**src/rtl/running_mean_variance_macros.svh**
```systemverilog
// Assertion macros for the running mean and variance block.
// Expects i_clk and i_rst_n in the scope where a macro is used.
`ifndef RUNNING_MEAN_VARIANCE_MACROS_SVH
`define RUNNING_MEAN_VARIANCE_MACROS_SVH

// Same-cycle implication, held off during reset.
`define RMV_ASSERT_NOW(lbl, ante, cons, msg) \
    lbl: assert property (@(posedge i_clk) disable iff (!i_rst_n) (ante) |-> (cons)) \
        else $error(msg);

// Next-cycle implication, held off during reset.
`define RMV_ASSERT_NEXT(lbl, ante, cons, msg) \
    lbl: assert property (@(posedge i_clk) disable iff (!i_rst_n) (ante) |=> (cons)) \
        else $error(msg);

`endif

```
**src/rtl/rmv_pkg.sv**
```systemverilog
// Package for the running mean and variance block: widths and types.
// No dependencies.
`default_nettype none

package rmv_pkg;

    localparam int COUNT_BITS = 32;
    localparam int SAMPLE_W   = 32;
    localparam int OUT_CNT_W  = 32;
    localparam int VAR_W      = 62;
    // quotient of the mean step: |x - m| + half rounds to at most 2^32
    localparam int Q_W        = 33;
    // numerator bound: n*(v + dm^2) + dx^2 + half < 2^(COUNT_BITS + 65)
    localparam int ACC_W      = COUNT_BITS + 65;
    localparam int ADD_W      = ACC_W + 1;
    localparam int REM_W      = COUNT_BITS + 2;
    localparam int DIV1_W     = ((COUNT_BITS > Q_W) ? COUNT_BITS : Q_W) + 1;
    localparam int MPL_W      = (COUNT_BITS > Q_W) ? COUNT_BITS : Q_W;
    localparam int ITER_W     = $clog2(ACC_W);

    localparam logic [VAR_W-1:0] VAR_MAX = {VAR_W{1'b1}};

    typedef logic [ACC_W-1:0]      t_acc;
    typedef logic [ADD_W-1:0]      t_add;
    typedef logic [COUNT_BITS-1:0] t_count;

endpackage

`default_nettype wire

```
**src/rtl/running_mean_variance.sv**
```systemverilog
// Running mean and population variance (online update), fixed point, one sample per word.
// A new word is taken only after the last result is committed; the work is done by two
// bit-serial divisions and three shift-add products sharing one 98-bit adder.
// Synchronous active-low reset clears count, mean and variance.
// Depends on rmv_pkg and running_mean_variance_macros.svh.
`default_nettype none

`include "running_mean_variance_macros.svh"

module running_mean_variance (
    input  wire                          i_clk,
    input  wire                          i_rst_n,
    input  wire                          i_in_valid,
    output logic                         o_in_stall,
    input  wire  [rmv_pkg::SAMPLE_W-1:0] i_sample,
    output logic                         o_out_valid,
    input  wire                          i_out_stall,
    output logic [rmv_pkg::OUT_CNT_W-1:0] o_sample_count,
    output logic [rmv_pkg::SAMPLE_W-1:0] o_running_mean,
    output logic [rmv_pkg::VAR_W-1:0]    o_running_variance
);

    import rmv_pkg::*;

    // Sequencer. Every working state drives the one shared adder.
    localparam logic [3:0] S_IDLE  = 4'd0;  // wait for a word
    localparam logic [3:0] S_DIFF  = 4'd1;  // x - m
    localparam logic [3:0] S_ABS   = 4'd2;  // |x - m| + half, preload divider
    localparam logic [3:0] S_DIV1  = 4'd3;  // mean step quotient, one bit a cycle
    localparam logic [3:0] S_MEAN  = 4'd4;  // m' = m +/- q
    localparam logic [3:0] S_DX    = 4'd5;  // x - m'
    localparam logic [3:0] S_DXABS = 4'd6;  // |x - m'|, start dm * dm
    localparam logic [3:0] S_SQ1   = 4'd7;  // dm^2, shift-add
    localparam logic [3:0] S_ADDV  = 4'd8;  // v + dm^2, start n * (...)
    localparam logic [3:0] S_MULN  = 4'd9;  // half + n*(v + dm^2)
    localparam logic [3:0] S_SQ2   = 4'd10; // + dx^2
    localparam logic [3:0] S_DIV2  = 4'd11; // variance quotient, one bit a cycle
    localparam logic [3:0] S_DONE  = 4'd12; // commit state, present result

    logic [3:0]            r_state, n_state;
    logic [ITER_W-1:0]     r_cnt;
    logic                  r_out_valid;

    // running state
    t_count                r_count;
    logic [SAMPLE_W-1:0]   r_mean;
    logic [VAR_W-1:0]      r_var;

    // working registers
    logic [SAMPLE_W-1:0]   r_x;
    logic                  r_neg;
    t_acc                  r_acc;
    t_acc                  r_mcand;
    logic [MPL_W-1:0]      r_mplier;
    logic [REM_W-1:0]      r_rem;
    logic [Q_W-1:0]        r_dm;
    logic [Q_W-1:0]        r_dx;

    // shared adder
    t_add                  add_a, add_b, add_sum;
    logic                  add_cin;

    logic [COUNT_BITS:0]   d;
    t_count                half;
    t_count                n_count;
    logic [REM_W-1:0]      div_shift;
    logic                  trial_ok;
    logic                  iter_last;
    logic                  out_free;
    logic [63:0]           cnt_ext;
    logic [VAR_W-1:0]      var_sat;

    // Divisor d = n + 1; the count never passes its maximum, so d fits COUNT_BITS + 1.
    assign d    = {1'b0, r_count} + 1'b1;
    assign half = d[COUNT_BITS:1];
    // Hold the count once it reaches all ones.
    assign n_count = (&r_count) ? r_count : d[COUNT_BITS-1:0];

    assign div_shift = {r_rem[REM_W-2:0], r_acc[ACC_W-1]};
    assign trial_ok  = !add_sum[ADD_W-1];
    assign iter_last = (r_cnt == '0);
    assign out_free  = !r_out_valid || !i_out_stall;

    // Operand selection for the shared adder.
    always_comb begin
        add_a   = '0;
        add_b   = '0;
        add_cin = 1'b0;
        case (r_state)
            S_DIFF, S_DX: begin
                add_a   = ADD_W'(signed'(r_x));
                add_b   = ~ADD_W'(signed'(r_mean));
                add_cin = 1'b1;
            end
            S_ABS: begin
                add_a   = r_neg ? ADD_W'(~r_acc) : ADD_W'(r_acc);
                add_b   = ADD_W'(half);
                add_cin = r_neg;
            end
            S_DXABS: begin
                add_a   = r_neg ? ADD_W'(~r_acc) : ADD_W'(r_acc);
                add_cin = r_neg;
            end
            S_DIV1, S_DIV2: begin
                // trial subtract of the divisor from the shifted remainder
                add_a   = ADD_W'(div_shift);
                add_b   = ~ADD_W'(d);
                add_cin = 1'b1;
            end
            S_MEAN: begin
                add_a   = ADD_W'(signed'(r_mean));
                add_b   = r_neg ? ~ADD_W'(r_acc[Q_W-1:0]) : ADD_W'(r_acc[Q_W-1:0]);
                add_cin = r_neg;
            end
            S_SQ1, S_MULN, S_SQ2: begin
                add_a   = ADD_W'(r_acc);
                add_b   = r_mplier[0] ? ADD_W'(r_mcand) : '0;
            end
            S_ADDV: begin
                add_a   = ADD_W'(r_acc);
                add_b   = ADD_W'(r_var);
            end
            default: begin
                add_a   = '0;
            end
        endcase
    end

    assign add_sum = add_a + add_b + ADD_W'(add_cin);

    // Next state of the sequencer.
    always_comb begin
        n_state = r_state;
        case (r_state)
            S_IDLE:  if (i_in_valid) n_state = S_DIFF;
            S_DIFF:  n_state = S_ABS;
            S_ABS:   n_state = S_DIV1;
            S_DIV1:  if (iter_last) n_state = S_MEAN;
            S_MEAN:  n_state = S_DX;
            S_DX:    n_state = S_DXABS;
            S_DXABS: n_state = S_SQ1;
            S_SQ1:   if (iter_last) n_state = S_ADDV;
            S_ADDV:  n_state = S_MULN;
            S_MULN:  if (iter_last) n_state = S_SQ2;
            S_SQ2:   if (iter_last) n_state = S_DIV2;
            S_DIV2:  if (iter_last) n_state = S_DONE;
            S_DONE:  if (out_free) n_state = S_IDLE;
            default: n_state = S_IDLE;
        endcase
    end

    // Take a new word only between items; a waiting result does not block this.
    assign o_in_stall = (r_state != S_IDLE);

    // Result formatting: saturate variance quotient and the reported count.
    assign var_sat = (|r_acc[ACC_W-1:VAR_W]) ? VAR_MAX : r_acc[VAR_W-1:0];
    assign cnt_ext = 64'(n_count);

    // Control and running state.
    always_ff @(posedge i_clk) begin
        if (!i_rst_n) begin
            r_state     <= S_IDLE;
            r_out_valid <= 1'b0;
            r_count     <= '0;
            r_mean      <= '0;
            r_var       <= '0;
        end else begin
            r_state <= n_state;
            if (r_state == S_MEAN) begin
                r_mean <= add_sum[SAMPLE_W-1:0];
            end
            if (r_state == S_DONE && out_free) begin
                r_var       <= var_sat;
                r_count     <= n_count;
                r_out_valid <= 1'b1;
            end else if (r_out_valid && !i_out_stall) begin
                r_out_valid <= 1'b0;
            end
        end
    end

    // Datapath and output word.
    always_ff @(posedge i_clk) begin
        case (r_state)
            S_IDLE: begin
                r_x <= i_sample;
            end
            S_DIFF, S_DX: begin
                r_acc <= add_sum[ACC_W-1:0];
                r_neg <= add_sum[ADD_W-1];
            end
            S_ABS: begin
                // left-align the numerator so the divider walks its top bits only
                r_acc <= ACC_W'(add_sum[DIV1_W-1:0]) << (ACC_W - DIV1_W);
                r_rem <= '0;
                r_cnt <= ITER_W'(DIV1_W - 1);
            end
            S_DIV1, S_DIV2: begin
                r_rem <= trial_ok ? add_sum[REM_W-1:0] : div_shift;
                r_acc <= {r_acc[ACC_W-2:0], trial_ok};
                r_cnt <= r_cnt - 1'b1;
            end
            S_MEAN: begin
                // |m - m'| is the rounded quotient itself
                r_dm <= r_acc[Q_W-1:0];
            end
            S_DXABS: begin
                r_dx     <= add_sum[Q_W-1:0];
                r_acc    <= '0;
                r_mcand  <= ACC_W'(r_dm);
                r_mplier <= MPL_W'(r_dm);
                r_cnt    <= ITER_W'(Q_W - 1);
            end
            S_SQ1, S_MULN, S_SQ2: begin
                r_acc <= add_sum[ACC_W-1:0];
                if (iter_last && r_state == S_MULN) begin
                    // chain straight into dx * dx on the same accumulator
                    r_mcand  <= ACC_W'(r_dx);
                    r_mplier <= MPL_W'(r_dx);
                    r_cnt    <= ITER_W'(Q_W - 1);
                end else if (iter_last && r_state == S_SQ2) begin
                    r_rem <= '0;
                    r_cnt <= ITER_W'(ACC_W - 1);
                end else begin
                    r_mcand  <= r_mcand << 1;
                    r_mplier <= r_mplier >> 1;
                    r_cnt    <= r_cnt - 1'b1;
                end
            end
            S_ADDV: begin
                // seed the accumulator with the rounding half of d
                r_mcand  <= add_sum[ACC_W-1:0];
                r_mplier <= MPL_W'(r_count);
                r_acc    <= ACC_W'(half);
                r_cnt    <= ITER_W'(COUNT_BITS - 1);
            end
            S_DONE: begin
                if (out_free) begin
                    o_sample_count     <= (|cnt_ext[63:OUT_CNT_W]) ?
                                          {OUT_CNT_W{1'b1}} : cnt_ext[OUT_CNT_W-1:0];
                    o_running_mean     <= r_mean;
                    o_running_variance <= var_sat;
                end
            end
            default: begin
                r_neg <= r_neg;
            end
        endcase
    end

    assign o_out_valid = r_out_valid;

    // Checks on the sequencer and divider.
    `RMV_ASSERT_NEXT(a_accept_starts, i_in_valid && !o_in_stall, r_state == S_DIFF, "no start")
    `RMV_ASSERT_NOW(a_rem_below_d, r_state == S_DIV1 || r_state == S_DIV2, r_rem < d, "rem >= d")
    `RMV_ASSERT_NOW(a_count_nonzero, r_out_valid, r_count != '0, "zero count")

endmodule

`default_nettype wire
```
**config.mk**
```make
export PLATFORM = sky130hd
export DESIGN_NAME = running_mean_variance
export DESIGN_NICKNAME = d
export VERILOG_FILES = /design/src/rtl/rmv_pkg.sv /design/src/rtl/running_mean_variance.sv
export VERILOG_INCLUDE_DIRS = /design/src /design/src/rtl
export SDC_FILE = /design/constraint.sdc
export NUM_CORES = 1
export LEC_CHECK = 0
export BUFFER_PORTS_ARGS = -buffer_cell sky130_fd_sc_hd__buf_4
export CORE_MARGIN = 10
export CORE_UTILIZATION = 30
export CTS_CLUSTER_SIZE = 14
export DETAILED_ROUTE_END_ITERATION = 8
export PLACE_DENSITY_LB_ADDON = 0.2
export SLEW_MARGIN = 10
export SYNTH_ARGS = -nofsm -noshare
export SYNTH_HDL_FRONTEND = slang
export SYNTH_SLANG_ARGS = --single-unit
export TNS_END_PERCENT = 10
```
**constraint.sdc**
```tcl
create_clock -name i_clk -period 10.93 [get_ports i_clk]
set_input_delay 1.6395 -clock i_clk [delete_from_list [all_inputs] [get_ports i_clk]]
set_output_delay 1.6395 -clock i_clk [all_outputs]
set_load 0.02 [all_outputs]
```
# Word-level counts from Yosys, hierarchy flattened
# Cells that the tools add are included.
[word_totals]
out_inout_bits = 128
input_bits = 36
elab_cells = 109
regBits = 623
[op_classes]
n_eq_ne = 22
bitwise = 4
reduce_logical = 30
addsub = 4
mux = 32
[op_table]
columns = ["cell", "count"]
rows = [
  ["case mux 98 bit (6 select lines)", 1],
  ["case mux 98 bit (5 select lines)", 1],
  ["case mux 97 bit (5 select lines)", 1],
  ["two-way mux 97 bit", 3],
  ["case mux 97 bit (3 select lines)", 1],
  ["case mux 33 bit (3 select lines)", 2],
  ["two-way mux 98 bit", 2],
  ["NOT 33 -> 98 bit", 2],
  ["two-way mux 33 bit", 5],
  ["adder 98 x 1 -> 98 bit", 1],
  ["adder 98 bit", 1],
  ["NOT 32 -> 98 bit", 1],
  ["NOT 97 -> 98 bit", 1],
  ["two-way mux 62 bit", 1],
  ["case mux 4 bit (13 select lines)", 1],
  ["case mux 7 bit (5 select lines)", 1],
  ["OR reduction 35 bit", 1],
  ["adder 32 x 1 -> 33 bit, second input constant", 1],
  ["two-way mux 32 bit", 1],
  ["AND reduction 32 bit", 1],
  ["two-way mux 4 bit", 7],
  ["== test 4 bit, second input constant", 5],
  ["inequality test 2 bit, second input constant", 9],
  ["== test 4 x 3 -> 1 bit, second input constant", 4],
  ["23 further kinds", 38],
]

# Logic depth before layout (Yosys ltp)
# Gate-level depths: netlist (run 1).
[depth]
word_depth = 7
mapped_depth = 27
ltp_nobuf = 22

# Worst setup path after synthesis (run 1)
# No wires, ideal clock.
[synth_timing]
path_type = "register to register"
startpoint = "register r_state[2]"
endpoint = "register r_mcand[0] (enable)"
arrival_ns = 10.238
setup_ns = 0.799
n_path_buf = 3
stages_incl_launch_ff = 6
required_time_ns = 10.131
period_less_slack_ns = 11.037
setup_slack_ns = -0.107
path_cell_list = "dfxtp_1 > clkbuf_1 > clkbuf_1 > buf_1 > nand2_1 > o21ai_0"
[synth_between]
elab_chain_cells = 4
elab_cells_between_ends = 11
classes_between = "6 x eq/ne; 5 x reduce/logical"
[synth_lines]
columns = ["item", "line_no", "text"]
rows = [
  ["start, declared", "running_mean_variance.sv:40", "logic [3:0] r_state, n_state;"],
  ["start signal, assigned", "running_mean_variance.sv:168", "r_state <= n_state;"],
  ["== test 4 bit (tied with other cells)", "running_mean_variance.sv:184, running_mean_variance.sv:216", ""],
  ["OR reduction 3 bit (tied with other cells)", "n/a", ""],
  ["inequality test 3 bit (no source line) or nonzero test 3 bit (tied branches)", "n/a", ""],
  ["AND reduction 2 bit (no source line) (*)", "n/a", ""],
  ["end signal, assigned", "running_mean_variance.sv:218", "r_mcand <= ACC_W'(r_dx);"],
  ["end signal, assigned", "running_mean_variance.sv:225", "r_mcand <= r_mcand << 1;"],
  ["end signal, assigned", "running_mean_variance.sv:232", "r_mcand <= add_sum[ACC_W-1:0];"],
  ["end, declared", "running_mean_variance.sv:53", "t_acc r_mcand;"],
]
# Every way passes the cells marked *; elsewhere a longest branch is shown, timed or not.
# A chain may end at the register's enable or synchronous reset.

# Final worst setup path (run 1)
[layout_timing]
startpoint = "register r_state[2]"
endpoint = "register r_mcand[66] (data pin)"
[layout_between]
elab_chain_cells = 6
elab_cells_between_ends = 26
classes_between = "2 x add/sub; 11 x eq/ne; 5 x mux; 8 x reduce/logical"
[layout_lines]
columns = ["item", "line_no", "text"]
rows = [
  ["== test 4 bit (tied with other cells)", "running_mean_variance.sv:89, running_mean_variance.sv:184, running_mean_variance.sv:216", ""],
  ["OR reduction 4 bit (no source line) (tied with other cells)", "n/a", ""],
  ["case mux 98 bit (5 select lines) or case mux 98 bit (6 select lines) (tied branches)", "running_mean_variance.sv:89", "case (r_state)"],
  ["adder 98 bit", "running_mean_variance.sv:129", "assign add_sum = add_a + add_b + ADD_W'(add_cin);"],
  ["adder 98 x 1 -> 98 bit", "running_mean_variance.sv:129", ""],
  ["case mux 97 bit (3 select lines) (*)", "running_mean_variance.sv:184", "case (r_state)"],
  ["end signal, assigned", "running_mean_variance.sv:210", "r_mcand <= ACC_W'(r_dm);"],
  ["end signal, assigned", "running_mean_variance.sv:218", ""],
  ["end signal, assigned", "running_mean_variance.sv:225", ""],
]
# Marked as above.

==> results of run 1 <==
==> layout make-up <==
class | instances | area (um^2) | share of cell area [%]
clock buffer | 107 | 2230 | 5.60
timing repair buffer | 215 | 1630 | 4.08
tap | 1512 | 1890 | 4.74
inverter | 62 | 245 | 0.615
multi-input combinational | 2507 | 16100 | 40.3
clock inverter | 36 | 428 | 1.07
sequential | 623 | 17400 | 43.6
antenna | 1 | 2.50 | 0.00627
==> final timing paths <==
kind | start | end | slack, ns | cells past startpoint
worst max-delay path | r_state[2]$_SDFFE_PN0P_ | r_mcand[66]$_DFFE_PP_ | 3.05 | 18
worst min-delay path | r_var[10]$_SDFFE_PN0P_ | r_var[10]$_SDFFE_PN0P_ | 0.50 | 2
worst max register to register | r_state[2]$_SDFFE_PN0P_ | r_mcand[66]$_DFFE_PP_ | 3.05 | 18
worst min register to register | r_var[10]$_SDFFE_PN0P_ | r_var[10]$_SDFFE_PN0P_ | 0.50 | 2
==> layout by cell type (no fill, tap or decap), types with 80 or more instances in the layout <==
| cell | n |
|---|---|
| o21ai_0 | 171 |
| ha_1 | 98 |
| dfxtp_1 | 131 |
| a22oi_1 | 96 |
| a221o_1 | 112 |
| xor2_1 | 86 |
| nand2_1 | 423 |
| buf_4 | 214 |
| edfxtp_1 | 492 |
| nor3_1 | 96 |
| nor2_1 | 297 |
| a22o_1 | 113 |
| a21oi_1 | 234 |
| a21o_1 | 95 |
| o211ai_1 | 83 |
| clkbuf_16 | 80 |
==> metrics by stage <==
step	cell area [um^2]	hold WS (ns)
2_1_floorplan	34600	0.446
3_3_place_gp	37200	0.484
3_5_place_dp	37200	0.490
4_1_cts	39900	0.498
5_1_grt	39900	0.518
6_report	39900	0.500
==> logic make-up after synthesis <==
group,share of synthesized area (%)
compound gates,23.3
simple gates,14.0
fa+ha+maj,3.66
flops,50.3
buf+inv,3.71
xor+xnor,4.15
mux,0.930
==> state kept, by name, indices dropped and copies added, names as in the netlist, 33 cells and up <==
signal              flops
r_dx                   33
r_dm                   33
r_mplier               33
r_rem                  33
r_acc                  97
r_var                  62
r_mcand                97
o_running_variance     62
==> worst max-delay path: cells and delay by family, from the launching register on <==
family | cells | cell delay [ns]
compound gates | 14 | 4.83
fa+ha+maj | 1 | 0.32
xor+xnor | 1 | 0.28
buf+inv | 1 | 0.65
flops | 1 | 0.61
simple gates | 1 | 0.87
==> report_power, final <==
| part | internal [W] | switching (W) |
|---|---|---|
| sequential | 0.00290 | 0.000274 |
| clock | 0.00162 | 0.00108 |
| combinational | 0.000993 | 0.00200 |
==> metal layers <==
layer / part of all wire (%) / track usage (%) / vias up / wire (um)
li1: - / - / 13100 / -
met1: 46 / 26.2 / 14100 / 57200
met2: 45 / 28.7 / 1028 / 55900
met3: 7.0 / 3.36 / 147 / 8660
met4: 1.9 / 4.39 / 0 / 2400
met5: 0 / 0 / - / 0
==> results.txt, run 1 <==
status = finished clean
final net count = 3622
initial antenna violation count = 2
Num CTS Buffers = 77
root buffer cell = clkbuf_16
Slew Limit Headroom = 24.9%
Synth top area share = 42.7%
fraction of layout cells with a size suffix above 1 = 11.0%
clock slew at reported path FFs = 0.06 ns
postcts setup bufs = 0
P per Cell Area = 222 nW/um^2
clk sink count = 623
drt first pass iters = 6
Buffers on Ports = 163
Clock Path Buffers = 3
Critical Path Fanout Max = 44
Rows = 124
Cell Area, Synth = 34600 um^2
setup ws final = 3.05 ns
Tmin final = 7.88 ns
# placed instances = 4919
hold buffer count at cts = 0
CP required = 11.29 ns
Async S/R FF share, synth = 0%
leakage dissipation = 13.8 nW
worst-margin pin slew = 1.12 ns
1st-iter DRT viols = 2701
crit path DAT = 8.23 ns
critical-path cell list = nor2_1 -> o21ai_0 -> a21boi_4 -> buf_4 -> a21oi_1 -> o21ai_0 -> ha_1 -> a211oi_1 -> o211ai_1 -> a21boi_1 -> o211ai_1 -> a31oi_1 -> o21bai_1 -> a21oi_1 -> o21ai_0 -> a21oi_1 -> xor2_1 -> o21ai_0
EDFF count, synth = 492
Setup TNS = 0 ns
CORE AREA = 114000 um^2
Die Wd = 360 um
largest net degree at the start of global routing = 148
most common cell in the netlist = edfxtp_1
utilization after layout = 34.9%
slowest stage cell, crit path = nor2_1
max frequency = 127 MHz
CP startpoint kind = register
register bit total from synthesis = 623
kind of critical path = reg2reg
maximum vdd drop = 0.120 mV
CTS tree = done
Final GP Congestion = 0.898
cell accounting for the most synthesized area = edfxtp_1
pre-CTS WS = 3.10 ns
Max Cap Viol = 0
fin crit share = 72.1%
GRT Util Overall = 18.4%
Synth area leaders = edfxtp_1, dfxtp_1, nand2_1, ha_1, a21oi_1
Post-CTS Resized = 0
Initial Util = 30.2%
Boundary Pins = 164
Final Power = 0.00887 W
drt total wl = 124000 um
Area Growth Syn to Fin = 15.3%
Yosys Warn Count = 0
Crit path largest cell delay = 0.87 ns
DR DRC count = 0
worst skew pair latency = 0.65 ns
library cells used by synthesis = 81
dpl hpwl = 87200 um
GR Overflow Total = 0
CTS H-tree lvls = 3
first-pass GRT wire length = 186000 um
Avg Inst Size Synth = 9.99 um^2
Worst setup EP type = register
top cell types by occurrence after synthesis = edfxtp_1, nand2_1, nor2_1
wire per inst = 24.5 um
final setup fails = 0
Post-Syn Instances = 3461
Mapped Nets = 3597
register area share after synthesis = 50.3%
final hold vios = 0
drt via density = 5.62
CP most frequent cell = o21ai_0
number of global-route vias before repair = 27700
Slew Limit Fails = 0
Fillers = 11500
HP Class = reg2reg
non-filler cells, final = 5063
Vias = 28500
Die H = 360 um
Die ar. = 129000 um^2
worst clock skew = 0.0256 ns
Post-DRT Antenna Nets = 0
ys flop type = edfxtp_1
RSZ-0062 raised after global routing = false
Power figures use the tool's default switching activity.
==> run 2, diff against run 1 <==
Clock period 10.93 ns to 6.6 ns, I/O delays scaled along.
==> results.txt, run 2 (synthesis gave the netlist of run 1 again) <==
Die ar. = 129000 um^2
fraction of layout cells with a size suffix above 1 = 12.4%
Initial Util = 30.2%
crit path DAT = 6.71 ns
Post-CTS Resized = 0
number of global-route vias before repair = 27900
worst skew pair latency = 0.68 ns
non-filler cells, final = 5111
DR WL met2 = 57000 um
Boundary Pins = 164
Top Registers = r_acc: 97 flops, r_mcand: 97 flops
Register Area = 17400 um^2
Final GP Congestion = 0.887
leakage dissipation = 14.2 nW
# placed instances = 4967
drt via density = 5.64
P per Cell Area = 376 nW/um^2
drt first pass iters = 7
Slew Limit Headroom = 17.6%
clock slew at reported path FFs = 0.06 ns
postcts setup bufs = 0
multi-input combinational cell area = 16100 um^2
first-pass GRT wire length = 191000 um
Rows = 124
final net count = 3670
commonest non-fill, non-tap cell in the layout = edfxtp_1
dpl hpwl = 89900 um
Tmin final = 6.27 ns
max frequency = 159 MHz
critical-path cell list = nand2_1 -> inv_1 -> nand2_1 -> a21boi_4 -> buf_4 -> a21oi_1 -> o211ai_1 -> ha_1 -> nand4_1 -> a211oi_2 -> nor3_2 -> o31ai_2 -> a31oi_4 -> o2111ai_1 -> a21oi_2 -> nor4_1 -> a21oi_1 -> a32o_1
CTS tree = done
GR Overflow Total = 0
worst clock skew = 0.0404 ns
kind of critical path = reg2reg
CTS H-tree lvls = 3
DR DRC count = 0
maximum vdd drop = 0.197 mV
Area Growth Syn to Fin = 17.5%
Clock Path Buffers = 3
Antenna Cells = 0
RSZ-0062 raised after global routing = true
CP required = 7.04 ns
fin crit share = 95.1%
Max Cap Viol = 0
hold buffer count at cts = 0
largest net degree at the start of global routing = 131
Critical Path Fanout Max = 16
worst-margin pin slew = 1.23 ns
1st-iter DRT viols = 3060
final hold vios = 0
root buffer cell = clkbuf_16
clk sink count = 623
final setup fails = 0
Final Power = 0.0153 W
status = finished clean
Crit path largest cell delay = 0.67 ns
Vias = 28800
top sig layer = met4
Die Wd = 360 um
CORE AREA = 114000 um^2
Worst setup EP type = register
GRT Util Overall = 18.9%
Num CTS Buffers = 77
HP Class = in2reg
wire per inst = 25.1 um
drt total wl = 128000 um
Post-DRT Antenna Nets = 0
wire length on met1 = 58800 um
initial antenna violation count = 4
routed wl met3 = 9520 um
Fillers = 11400
Buffers on Ports = 163
Die H = 360 um
CP startpoint kind = register
slowest stage cell, crit path = dfxtp_1
most frequent cells in the layout = edfxtp_1, nand2_1, nor2_1, buf_4, a21oi_1
Slew Limit Fails = 0
==> run 2: critical path: cells and delay by family (launching register included) <==
kind                       cells  cell delay (ns)
AOI/OAI and AO/OA             10             3.04
adders and majority gates      1             0.35
buffers and inverters          2             0.52
DFF                            1             0.67
and+or+nand+nor                5             1.45
==> run 2: layout make-up <==
cell class | count | share of cell area, %
clock buffers | 107 | 5.42
clock inverters | 37 | 1.56
inverters | 62 | 0.603
multi-input cells | 2507 | 39.6
flip-flops and latches | 623 | 42.8
well taps | 1512 | 4.65
repair buffers | 263 | 5.32
==> run 2: layer usage <==
layer	vias up	global-route usage, %
met3	161	3.27
met2	1111	29.4
met1	14300	27.0
li1	13300	-
met4	0	4.94
met5	-	0
==> run 2: worst paths after layout <==
check                                         endpoint                     from  cells after the start  slack [ns]
worst min register to register  r_var[10]$_SDFFE_PN0P_   r_var[10]$_SDFFE_PN0P_                      2        0.50
worst max-delay path             r_mcand[91]$_DFFE_PP_  r_state[1]$_SDFFE_PN0P_                     18        0.33
worst min-delay path                 r_x[15]$_DFFE_PP_             i_sample[15]                      1        0.49
worst max register to register   r_mcand[91]$_DFFE_PP_  r_state[1]$_SDFFE_PN0P_                     18        0.33
==> run 2: metrics by stage <==
step	hold slack (ns)	setup WS, ns	utilization, %	setup TNS [ns]	instance area, um^2
2_1_floorplan	0.446	0.475	-	0	34600
6_report	0.490	0.325	35.5	0	40600
3_5_place_dp	0.485	0.0971	33.0	0	37800
4_1_cts	0.454	0.0550	35.5	0	40600
5_1_grt	0.470	-0.0106	35.5	-0.0106	40600
3_3_place_gp	0.483	0.0910	33.0	0	37800
==> run 2: report_power, final <==
group / leakage [nW] / internal, W / total [W] / switching [W]
Clock: 1.38 / 0.00288 / 0.00474 / 0.00186
Combinational: 7.51 / 0.00180 / 0.00529 / 0.00349
Sequential: 5.35 / 0.00480 / 0.00526 / 0.000465
